### src/rtl/owm_pkg.sv
package owm_pkg;

   localparam int CordicStepsDefault = 16;
   localparam int FracBits           = 7;
   localparam int GuardBits          = 14;
   localparam int CordicGainQ16      = 39797;
   localparam int QuarterTurn        = 2304000;
   localparam int SnapWindowMs       = 500;
   localparam int StateMax           = 8388607;
   localparam int Cos30Q15           = 28378;
   localparam int Sin30Q15           = 16384;
   localparam int Cos140Q15          = 25102;
   localparam int Sin140Q15          = 21063;
   localparam int StepLengthReset    = 256;

   localparam logic [0:0] RegStepLength = 1'b0;
   localparam logic [0:0] RegChassis    = 1'b1;

   // CORDIC angle accumulator, 1/25600 degree
   typedef logic signed [25:0] angle_type;
   // CORDIC vector, speed << GuardBits plus growth
   typedef logic signed [32:0] cvec_type;
   // state vector, 1/32768 percent
   typedef logic signed [23:0] state_type;

   function automatic angle_type atan_lookup(input logic [4:0] idx);
      angle_type r;
      begin
         case (idx)
            5'd0:  r = 26'sd1152000;
            5'd1:  r = 26'sd680065;
            5'd2:  r = 26'sd359328;
            5'd3:  r = 26'sd182400;
            5'd4:  r = 26'sd91554;
            5'd5:  r = 26'sd45822;
            5'd6:  r = 26'sd22916;
            5'd7:  r = 26'sd11459;
            5'd8:  r = 26'sd5730;
            5'd9:  r = 26'sd2865;
            5'd10: r = 26'sd1432;
            5'd11: r = 26'sd716;
            5'd12: r = 26'sd358;
            5'd13: r = 26'sd179;
            5'd14: r = 26'sd90;
            5'd15: r = 26'sd45;
            5'd16: r = 26'sd22;
            5'd17: r = 26'sd11;
            5'd18: r = 26'sd6;
            5'd19: r = 26'sd3;
            5'd20: r = 26'sd1;
            5'd21: r = 26'sd1;
            default: r = 26'sd0;
         endcase
         return r;
      end
   endfunction

endpackage

### src/rtl/owm_cordic.sv
module owm_cordic #(
   parameter int CORDIC_STEPS = owm_pkg::CordicStepsDefault
) (
   input  logic                   clock,
   input  logic                   reset,
   input  logic                   start,
   input  logic [14:0]            speed,
   input  logic signed [16:0]     hdg,
   output logic                   done,
   output owm_pkg::cvec_type      cos_out,
   output owm_pkg::cvec_type      sin_out
);
   import owm_pkg::*;

   localparam int IdxW = $clog2(CORDIC_STEPS + 1);

   logic              busy_ff, busy_in;
   logic [IdxW-1:0]   idx_ff, idx_in;
   cvec_type          c_ff, c_in, s_ff, s_in;
   angle_type         z_ff, z_in;
   cvec_type          v, dc, ds;
   angle_type         z0, at;
   logic [4:0]        idx5;

   assign idx5 = 5'(idx_ff);
   assign at   = atan_lookup(idx5);
   assign dc   = s_ff >>> idx_ff;
   assign ds   = c_ff >>> idx_ff;
   assign v    = cvec_type'({18'd0, speed}) <<< GuardBits;
   assign z0   = angle_type'(hdg) * 26'sd256;

   always_comb begin
      busy_in = busy_ff;
      idx_in  = idx_ff;
      c_in    = c_ff;
      s_in    = s_ff;
      z_in    = z_ff;
      if (start) begin
         busy_in = 1'b1;
         idx_in  = '0;
         if (z0 > angle_type'(QuarterTurn)) begin
            c_in = '0; s_in = v; z_in = z0 - angle_type'(QuarterTurn);
         end else if (z0 < -angle_type'(QuarterTurn)) begin
            c_in = '0; s_in = -v; z_in = z0 + angle_type'(QuarterTurn);
         end else begin
            c_in = v; s_in = '0; z_in = z0;
         end
      end else if (busy_ff) begin
         if (z_ff >= 0) begin
            c_in = c_ff - dc; s_in = s_ff + ds; z_in = z_ff - at;
         end else begin
            c_in = c_ff + dc; s_in = s_ff - ds; z_in = z_ff + at;
         end
         idx_in = idx_ff + 1'b1;
         if (idx_ff == IdxW'(CORDIC_STEPS - 1)) busy_in = 1'b0;
      end
   end

   always_ff @(posedge clock) begin
      if (reset) begin
         busy_ff <= 1'b0;
         idx_ff  <= '0;
      end else begin
         busy_ff <= busy_in;
         idx_ff  <= idx_in;
      end
      c_ff <= c_in;
      s_ff <= s_in;
      z_ff <= z_in;
   end

   assign done    = busy_ff && (idx_ff == IdxW'(CORDIC_STEPS - 1));
   assign cos_out = c_in;
   assign sin_out = s_in;

   a_idx_range: assert property (@(posedge clock) disable iff (reset)
      busy_ff |-> idx_ff < IdxW'(CORDIC_STEPS)) else $error("cordic index");
   a_done_ends: assert property (@(posedge clock) disable iff (reset)
      done |=> !busy_ff) else $error("cordic done");
   a_start_idle: assert property (@(posedge clock) disable iff (reset)
      start |-> !busy_ff) else $error("cordic restart");
endmodule

### config.mk
export PLATFORM = sky130hd
export DESIGN_NAME = owm_cordic
export DESIGN_NICKNAME = d
export VERILOG_FILES = /design/src/rtl/owm_pkg.sv /design/src/rtl/owm_cordic.sv
export SDC_FILE = /design/constraint.sdc
export NUM_CORES = 1
export LEC_CHECK = 0
export BUFFER_PORTS_ARGS = -buffer_cell sky130_fd_sc_hd__buf_2
export CAP_MARGIN = 20
export CORE_MARGIN = 5
export CORE_UTILIZATION = 40
export CTS_CLUSTER_DIAMETER = 60
export CTS_CLUSTER_SIZE = 24
export DETAILED_ROUTE_END_ITERATION = 8
export PLACE_DENSITY = 0.68
export SYNTH_ARGS = -nofsm -noshare
export SYNTH_HDL_FRONTEND = slang
export SYNTH_SLANG_ARGS = --single-unit
### constraint.sdc
create_clock -name clock -period 5.5 [get_ports clock]
set_input_delay 0 -clock clock [delete_from_list [all_inputs] [get_ports clock]]
set_output_delay 0 -clock clock [all_outputs]
set_load 0.005 [all_outputs]
==> metrics.txt, run 1 <==
# TYPE chip_impl_metric gauge
chip_impl_metric{name="timing.max_slew.rel_slack",unit=""} 0.284
chip_impl_info{name="synthDominantAreaCellType",value="dfxtp_1"} 1
chip_impl_metric{name="routed_via_density",unit=""} 6.17
chip_impl_metric{name="total_wire_length_after_detailed_routing",unit="µm"} 80300
chip_impl_metric{name="final-max-slew-violation-count",unit=""} 0
chip_impl_metric{name="die_area",unit="µm²"} 46000
chip_impl_metric{name="initialDrtViolationCount",unit=""} 2175
chip_impl_info{name="hold_path.startpoint",value="start"} 1
chip_impl_metric{name="final_nets",unit=""} 2833
chip_impl_info{name="ys_dominant_reg_cell",value="dfxtp_1"} 1
chip_impl_info{name="failed_checks",value="setup timing"} 1
chip_impl_metric{name="floorplan.rows",unit=""} 74
chip_impl_metric{name="antenna_found_initial",unit=""} 2
chip_impl_info{name="criticalPathCategory",value="flip-flop to output port"} 1
chip_impl_metric{name="critPathMaxFanout",unit=""} 6
chip_impl_metric{name="drt_pass1_iterations",unit=""} 5
chip_impl_info{name="cp-startpoint",value="idx5[0]$_SDFFE_PP0P_"} 1
chip_impl_info{name="synth_commonest_cells",value="nand2_1, o21ai_0, nor2_1"} 1
chip_impl_metric{name="gr-total-overflow",unit=""} 0
chip_impl_metric{name="finalHoldViolCount",unit=""} 0
chip_impl_metric{name="floorplan.initialDensity",unit=""} 0.407
chip_impl_metric{name="critical_path_arrival",unit="ns"} 6.35
chip_impl_metric{name="clock_sink_count",unit=""} 119
chip_impl_info{name="post_synth_main_area_contributors",value="dfxtp_1, mux4_2, ha_1, mux2i_1, xnor2_1"} 1
chip_impl_metric{name="path_clk_slew",unit="ns"} 0.07
chip_impl_info{name="cts_tree",value="done"} 1
chip_impl_metric{name="ctsHtreeMaxLevel",unit=""} 4
chip_impl_metric{name="synth.avg_cell_area",unit="µm²"} 8.15
chip_impl_metric{name="dpl_worst_slack",unit="ns"} -0.801
chip_impl_info{name="outcome",value="finished, violations left"} 1
chip_impl_metric{name="drive_above_1_share",unit=""} 0.414
chip_impl_metric{name="fill_cells",unit=""} 3559
chip_impl_metric{name="place_hpwl",unit="µm"} 62000
chip_impl_metric{name="wire_length_of_the_first_global_routing_pass",unit="µm"} 118000
chip_impl_info{name="rsz0062_at_grt",value="yes"} 1
chip_impl_metric{name="cts.path.max_buffers",unit=""} 2
chip_impl_metric{name="i_o_pins",unit=""} 102
chip_impl_info{name="crit-reg2reg-launch",value="idx5[0]$_SDFFE_PP0P_"} 1
chip_impl_metric{name="postSynthRegisterBits",unit=""} 119
chip_impl_info{name="clk_root_buffer_cell",value="clkbuf_16"} 1
chip_impl_metric{name="synth_top_area_share",unit=""} 0.111
chip_impl_info{name="hp-class",value="input pin to flip-flop"} 1
chip_impl_metric{name="place_congestion",unit=""} 1.03
chip_impl_metric{name="final.setup_skew",unit="ns"} 0.0176
chip_impl_metric{name="syn_inst_count",unit=""} 2051
chip_impl_metric{name="synth_cell_types",unit=""} 98
chip_impl_metric{name="drc",unit=""} 0
chip_impl_metric{name="antenna_nets_post_route",unit=""} 0
chip_impl_info{name="setup_crit_start_kind",value="flip-flop"} 1
chip_impl_metric{name="port-buffer-count",unit=""} 101
chip_impl_metric{name="die-width",unit="µm"} 214
chip_impl_metric{name="leakagePower",unit="nW"} 10.8
chip_impl_metric{name="synthesis.yosys.warnings",unit=""} 0
chip_impl_metric{name="finalSetupViolations",unit=""} 53
chip_impl_metric{name="worst_ir_drop_vdd",unit="µV"} 395
chip_impl_metric{name="synth_nets",unit=""} 2194
chip_impl_metric{name="ff2ff_setup_slack",unit="ns"} -0.35
chip_impl_metric{name="min_period_over_period",unit=""} 1.15
chip_impl_metric{name="routed-via-count",unit=""} 20000
chip_impl_metric{name="worst_slew_pin_slew",unit="ns"} 1.07
chip_impl_metric{name="timing.setup.tns",unit="ns"} -18.03
chip_impl_metric{name="worst_slack",unit="ns"} -0.845
chip_impl_metric{name="total_routing_usage_gr",unit=""} 0.329
chip_impl_metric{name="area.growth.synth_to_final",unit="%"} 47.1
chip_impl_metric{name="die_h",unit="µm"} 214
chip_impl_metric{name="grt_max_degree",unit=""} 70
chip_impl_info{name="yosys.cell_count.top_type",value="nand2_1"} 1
chip_impl_metric{name="final_critical_period",unit="ns"} 6.35
chip_impl_metric{name="drv.max_cap_violation_count",unit=""} 0
chip_impl_metric{name="regArea",unit="µm²"} 2660
chip_impl_metric{name="detail_routed_net_length_per_standard_cell",unit="µm"} 24.8
chip_impl_metric{name="placeableCoreArea",unit="µm²"} 41100
chip_impl_metric{name="worst_ep_required_time",unit="ns"} 5.50
chip_impl_metric{name="fmaxAchievable",unit="GHz"} 0.158
chip_impl_metric{name="syn_area",unit="µm²"} 16700
chip_impl_metric{name="cts_inserted_buffers",unit=""} 17
chip_impl_metric{name="first_global_vias",unit=""} 19300
chip_impl_metric{name="power_per_cell_area",unit="nW/µm²"} 673
chip_impl_metric{name="clock_insertion_delay_worst_skew",unit="ns"} 0.50
chip_impl_info{name="endpoint_kind",value="output port"} 1
chip_impl_metric{name="area_taken_by_multi_input_logic_gates",unit="µm²"} 14600
chip_impl_metric{name="number_of_enable_type_register_cells_in_the_synthesized_netlist",unit=""} 26
chip_impl_metric{name="synth_async_sr_flop_share",unit=""} 0
chip_impl_metric{name="proportion_of_synthesized_chip_area_in_sequential_cells",unit=""} 0.158
cell usage in the layout (no fill, tap or decap), types with 21 or more instances in the layout:
cell type      Yosys  routed
a21o_1            48      47
a21oi_1          131      94
a21oi_2            0      37
buf_2             13      97
buf_4              3     559
buf_6             11      40
dfxtp_1           93      87
dlygate4sd3_1      0      22
edfxtp_1          26      26
ha_1             105      95
inv_1             59      57
mux2i_1           96      87
mux4_2            82      82
nand2_1          219     210
nand2b_1          32      31
nand3_1           41      38
nor2_1           141     129
nor3_1            50      45
o21ai_0          143      99
o21ai_1           11      31
o22ai_1           25      21
or3_1             25      22
xnor2_1           94      85
xor2_1            69      67
flip-flops by register name, indices dropped and copies added (netlist names):
name,flops
busy_ff,1
c_ff,33
idx5,5
at,21
z_ff,26
s_ff,33
through the flow:
stage	cell area (µm²)	util	hold WS (ns)	instances	power [W]
2_1_floorplan	16800	-	0.0691	2051	0.00779
3_3_place_gp	21400	0.519	0.212	3081	0.0126
3_5_place_dp	21400	0.519	0.208	3081	0.0128
4_1_cts	23400	0.568	0.000123	3187	0.0150
5_1_grt	24600	0.598	0.0328	3235	0.0175
6_report	24600	0.598	0.0464	3236	0.0165
final timing paths:
path | depth (start not counted) | end
worst max register to register | 21 | c_ff[28]$_DFF_P_
worst max-delay path | 22 | cos_out[28]
worst min register to register | 2 | c_ff[0]$_DFF_P_
worst min-delay path | 2 | s_ff[11]$_DFF_P_
metal layers:
metal / vias up / track usage / part of all wire
li1: 9050 / - / -
met1: 9777 / 0.426 / 0.41
met2: 952 / 0.534 / 0.46
met3: 198 / 0.0610 / 0.079
met4: 0 / 0.153 / 0.052
met5: - / 0 / 0
final cells by class:
class | count | share of cell area
well taps | 532 | 0.0271
diodes | 1 | 0.000102
clock inverters | 15 | 0.00575
inverters | 66 | 0.0102
clock buffers | 17 | 0.0173
multi-input cells | 1746 | 0.594
repair buffers | 740 | 0.237
flip-flops and latches | 119 | 0.108
logic make-up after synthesis:
kind of cell / count (synthesis) / synth area share
buf+inv: 186 / 0.0536
simple gates: 651 / 0.191
flops: 119 / 0.158
mux: 203 / 0.185
xor+xnor: 163 / 0.0854
compound gates: 621 / 0.245
fa+ha+maj: 108 / 0.0822
report_power, final:
part	leakage, nW	internal [W]	total [W]	switching, W
registers	1.04	0.00122	0.00169	0.000466
logic	9.44	0.00679	0.0137	0.00691
clock network	0.279	0.000628	0.00115	0.000522
total	10.8	0.00864	0.0165	0.00790
repair_timing:
item / in CTS / in global routing
buffers inserted: 53 / 52
hold buffers: 22 / 0
hold endpoints to repair: 28 / 0
gates cloned: 2 / 2
pin swaps: 97 / 96
resized for setup: 182 / 192
endpoints found under the setup margin: 81 / 75
worst max-delay path: stages, from the launching register on:
cell and delay (ns):
dfxtp_4 0.39, buf_12 0.12, buf_12 0.12, mux4_2 0.56, mux4_2 0.60, a2bb2oi_2 0.20, nand4_1 0.16, or4_4 0.53
o31ai_2 0.30, xnor2_1 0.10, ha_1 0.33, nand4_1 0.17, nor2_1 0.18, nand3_2 0.11, or4_4 0.52, nor3b_4 0.18
o31ai_2 0.23, buf_4 0.19, nand2_4 0.05, xnor2_2 0.16, mux2_4 0.26, a22o_1 0.24, buf_6 0.13
Power figures use the tool's default switching activity.
==> inputs of run 2 (changes only) <==
--- a/config.mk
+++ b/config.mk
@@ -9,10 +9,10 @@
 export CAP_MARGIN = 20
 export CORE_MARGIN = 5
 export CORE_UTILIZATION = 40
-export CTS_CLUSTER_DIAMETER = 60
+export CTS_CLUSTER_DIAMETER = 50
 export CTS_CLUSTER_SIZE = 24
 export DETAILED_ROUTE_END_ITERATION = 8
-export PLACE_DENSITY = 0.68
+export PLACE_DENSITY = 0.65
 export SYNTH_ARGS = -nofsm -noshare
 export SYNTH_HDL_FRONTEND = slang
 export SYNTH_SLANG_ARGS = --single-unit
==> run 2 against run 1 <==
The flow still finishes with violations (setup timing). Utilization grew 0.66 points. Routed wire length decreased by 0.53%. Die area is the same. First-iteration DRC count fell by 24%. Sequential cell count is the same. Design area is 1.1% higher. Largest power group unchanged.
==> metrics.txt, run 2 (synthesized netlist as in run 1, its figures left out) <==
# TYPE chip_impl_metric gauge
chip_impl_metric{name="i_o_pins",unit=""} 102
chip_impl_metric{name="antenna_nets_post_route",unit=""} 0
chip_impl_info{name="final_cell_mix",value="buf_4, nand2_1, nor2_1"} 1
chip_impl_metric{name="worst_slew_pin_slew",unit="ns"} 0.871
chip_impl_metric{name="cts_inserted_buffers",unit=""} 17
chip_impl_metric{name="routed-via-count",unit=""} 20000
chip_impl_metric{name="timing.max_slew.rel_slack",unit=""} 0.413
chip_impl_metric{name="routed_via_density",unit=""} 6.18
chip_impl_metric{name="drc",unit=""} 0
chip_impl_metric{name="cts.path.max_buffers",unit=""} 2
chip_impl_metric{name="final-max-slew-violation-count",unit=""} 0
chip_impl_metric{name="stdcell_area",unit="µm²"} 24900
chip_impl_info{name="hp-class",value="input pin to flip-flop"} 1
chip_impl_metric{name="total_wire_length_after_detailed_routing",unit="µm"} 79800
chip_impl_metric{name="dpl_worst_slack",unit="ns"} -0.673
chip_impl_info{name="outcome",value="finished, violations left"} 1
chip_impl_metric{name="detail_routed_net_length_per_standard_cell",unit="µm"} 24.6
chip_impl_metric{name="antenna_found_initial",unit=""} 0
chip_impl_metric{name="final_nets",unit=""} 2838
chip_impl_info{name="criticalPathCategory",value="flip-flop to output port"} 1
chip_impl_metric{name="place_hpwl",unit="µm"} 61700
chip_impl_info{name="cpMostUsedCell",value="buf_6"} 1
chip_impl_info{name="cts_tree",value="done"} 1
chip_impl_metric{name="worst_ep_required_time",unit="ns"} 5.50
chip_impl_metric{name="pwr-share-clk",unit=""} 0.070
chip_impl_metric{name="clock_insertion_delay_worst_skew",unit="ns"} 0.49
chip_impl_metric{name="ctsHtreeMaxLevel",unit=""} 4
chip_impl_metric{name="path_clk_slew",unit="ns"} 0.06
chip_impl_metric{name="port-buffer-count",unit=""} 101
chip_impl_metric{name="clock_sink_count",unit=""} 119
chip_impl_metric{name="pwr-share-seq",unit=""} 0.098
chip_impl_metric{name="area.growth.synth_to_final",unit="%"} 48.7
chip_impl_metric{name="grt_max_degree",unit=""} 77
chip_impl_metric{name="leakagePower",unit="nW"} 10.9
chip_impl_metric{name="place_congestion",unit=""} 1.01
chip_impl_info{name="top_regs",value="c_ff (33), s_ff (33), z_ff (26)"} 1
chip_impl_metric{name="p_switching",unit="W"} 0.00807
chip_impl_metric{name="die_area",unit="µm²"} 46000
chip_impl_metric{name="whs",unit="ns"} 0.0313
chip_impl_metric{name="initialDrtViolationCount",unit=""} 1646
chip_impl_metric{name="die_h",unit="µm"} 214
chip_impl_info{name="cp_cell_sequence",value="buf_6 > mux4_2 > buf_4 > mux2_2 > o221ai_2 > or4b_4 > nand2b_1 > or2_2 > o31ai_2 > xnor2_1 > ha_1 > nand4_1 > nor2_1 > nand3_1 > or4_4 > nor3b_4 > o31ai_4 > buf_6 > nand2_4 > xnor2_2 > mux2_4 > a22o_4 > buf_6"} 1
chip_impl_metric{name="fill_cells",unit=""} 3552
chip_impl_metric{name="die-width",unit="µm"} 214
chip_impl_metric{name="critPathMaxFanout",unit=""} 7
chip_impl_metric{name="drt_pass1_iterations",unit=""} 5
chip_impl_info{name="failed_checks",value="setup timing"} 1
chip_impl_metric{name="cp.buffers_inverters",unit=""} 4
chip_impl_metric{name="fmaxAchievable",unit="GHz"} 0.161
chip_impl_metric{name="dpl-instance-area",unit="µm²"} 21500
chip_impl_metric{name="critical_path_arrival",unit="ns"} 6.20
chip_impl_metric{name="worst_ir_drop_vdd",unit="µV"} 373
chip_impl_metric{name="finalHoldViolCount",unit=""} 0
chip_impl_metric{name="total_routing_usage_gr",unit=""} 0.326
chip_impl_metric{name="power_per_cell_area",unit="nW/µm²"} 686
chip_impl_metric{name="p_comb_frac",unit=""} 0.832
chip_impl_info{name="critPathTopFamily",value="simple AND/OR/NAND/NOR gates"} 1
chip_impl_metric{name="final.setup_skew",unit="ns"} 0.0243
chip_impl_metric{name="floorplan.initialDensity",unit=""} 0.407
chip_impl_metric{name="swShare",unit=""} 0.474
chip_impl_info{name="rsz0062_at_grt",value="yes"} 1
chip_impl_metric{name="wire_length_of_the_first_global_routing_pass",unit="µm"} 117000
chip_impl_metric{name="drive_above_1_share",unit=""} 0.421
chip_impl_metric{name="fin_total_pwr",unit="W"} 0.0170
chip_impl_info{name="endpoint_kind",value="output port"} 1
chip_impl_info{name="setup_crit_start_kind",value="flip-flop"} 1
chip_impl_metric{name="p_int",unit="W"} 0.00897
chip_impl_metric{name="drv.max_cap_violation_count",unit=""} 0
chip_impl_info{name="cpMaxStageDelayCell",value="mux4_2"} 1
chip_impl_metric{name="worst_slack",unit="ns"} -0.701
chip_impl_metric{name="min_period_over_period",unit=""} 1.13
chip_impl_metric{name="slowest_delay",unit="ns"} 0.55
chip_impl_metric{name="gr-total-overflow",unit=""} 0
chip_impl_info{name="clk_root_buffer_cell",value="clkbuf_16"} 1
chip_impl_metric{name="final_critical_period",unit="ns"} 6.20
chip_impl_metric{name="floorplan.rows",unit=""} 74
chip_impl_metric{name="finalSetupViolations",unit=""} 48
chip_impl_metric{name="placeableCoreArea",unit="µm²"} 41100
chip_impl_info{name="leading_cell_type_in_the_layout_fill_and_taps_excluded",value="buf_4"} 1
chip_impl_metric{name="first_global_vias",unit=""} 19600
==> run 2: final cells by class <==
class	instances	area (µm²)	share of cell area
flip-flops and latches	119	2660	0.107
diodes	1	2.50	0.000101
multi-input cells	1746	14800	0.596
clock inverters	11	108	0.00433
inverters	66	249	0.0100
repair buffers	745	5870	0.236
clock buffers	21	483	0.0194
well taps	532	666	0.0268
==> run 2: worst reg2reg max path, stage by stage (launching register included) <==
cell      delay, ns
dfxtp_4        0.39
buf_12         0.14
buf_8          0.13
buf_12         0.15
buf_6          0.11
mux4_2         0.50
mux2_4         0.31
nor4bb_4       0.29
nor2_2         0.10
and2_4         0.19
nor4_4         0.33
buf_4          0.18
nand3_4        0.11
buf_6          0.14
or3_4          0.38
o21ai_4        0.19
xor2_4         0.13
ha_4           0.18
or4_4          0.54
a211oi_4       0.24
nor2_4         0.08
o41ai_2        0.31
xor2_1         0.24
o211ai_1       0.15
buf_4          0.17
==> run 2: final timing paths <==
check                       start                 end  slack (ns)  cells past startpoint
max          idx5[0]$_SDFFE_PP0P_         cos_out[28]       -0.70                     23
min                       hdg[14]  z_ff[22]$_DFFE_PP_        0.03                      4
max reg2reg  idx5[1]$_SDFFE_PP0P_    s_ff[29]$_DFF_P_       -0.26                     24
min reg2reg       c_ff[0]$_DFF_P_     c_ff[0]$_DFF_P_        0.55                      2
==> run 2: timing repair <==
action,4_1_cts,5_1_grt
hold buffers,23,0
setup endpoints to repair,80,72
resized for setup,235,176
endpoints found under the hold margin,26,0
pin swaps,100,127
cloned,1,1
setup buffers,59,58
==> run 2: power groups by stage <==
stage               logic [W]  clock network [W]  registers [W]
finish                 0.0142            0.00119        0.00168
CTS                    0.0126            0.00121        0.00165
global placement       0.0109                  0        0.00165
floorplan             0.00628                  0        0.00150
detailed placement     0.0111                  0        0.00166
global route           0.0151            0.00124        0.00169
==> run 2: stage by stage <==
stage / setup TNS (ns) / utilization / instances
2_1_floorplan: -0.0164 / - / 2051
3_3_place_gp: -19.03 / 0.522 / 3091
3_5_place_dp: -22.07 / 0.522 / 3091
4_1_cts: -13.41 / 0.577 / 3195
5_1_grt: -27.97 / 0.605 / 3240
6_report: -16.67 / 0.605 / 3241
==> run 2: routing by layer <==
metal	part of all wire	wire [µm]	GRT usage
met1	0.39	31500	0.403
met2	0.49	38900	0.562
met3	0.070	5560	0.0549
met4	0.049	3880	0.139
met5	0	0	0
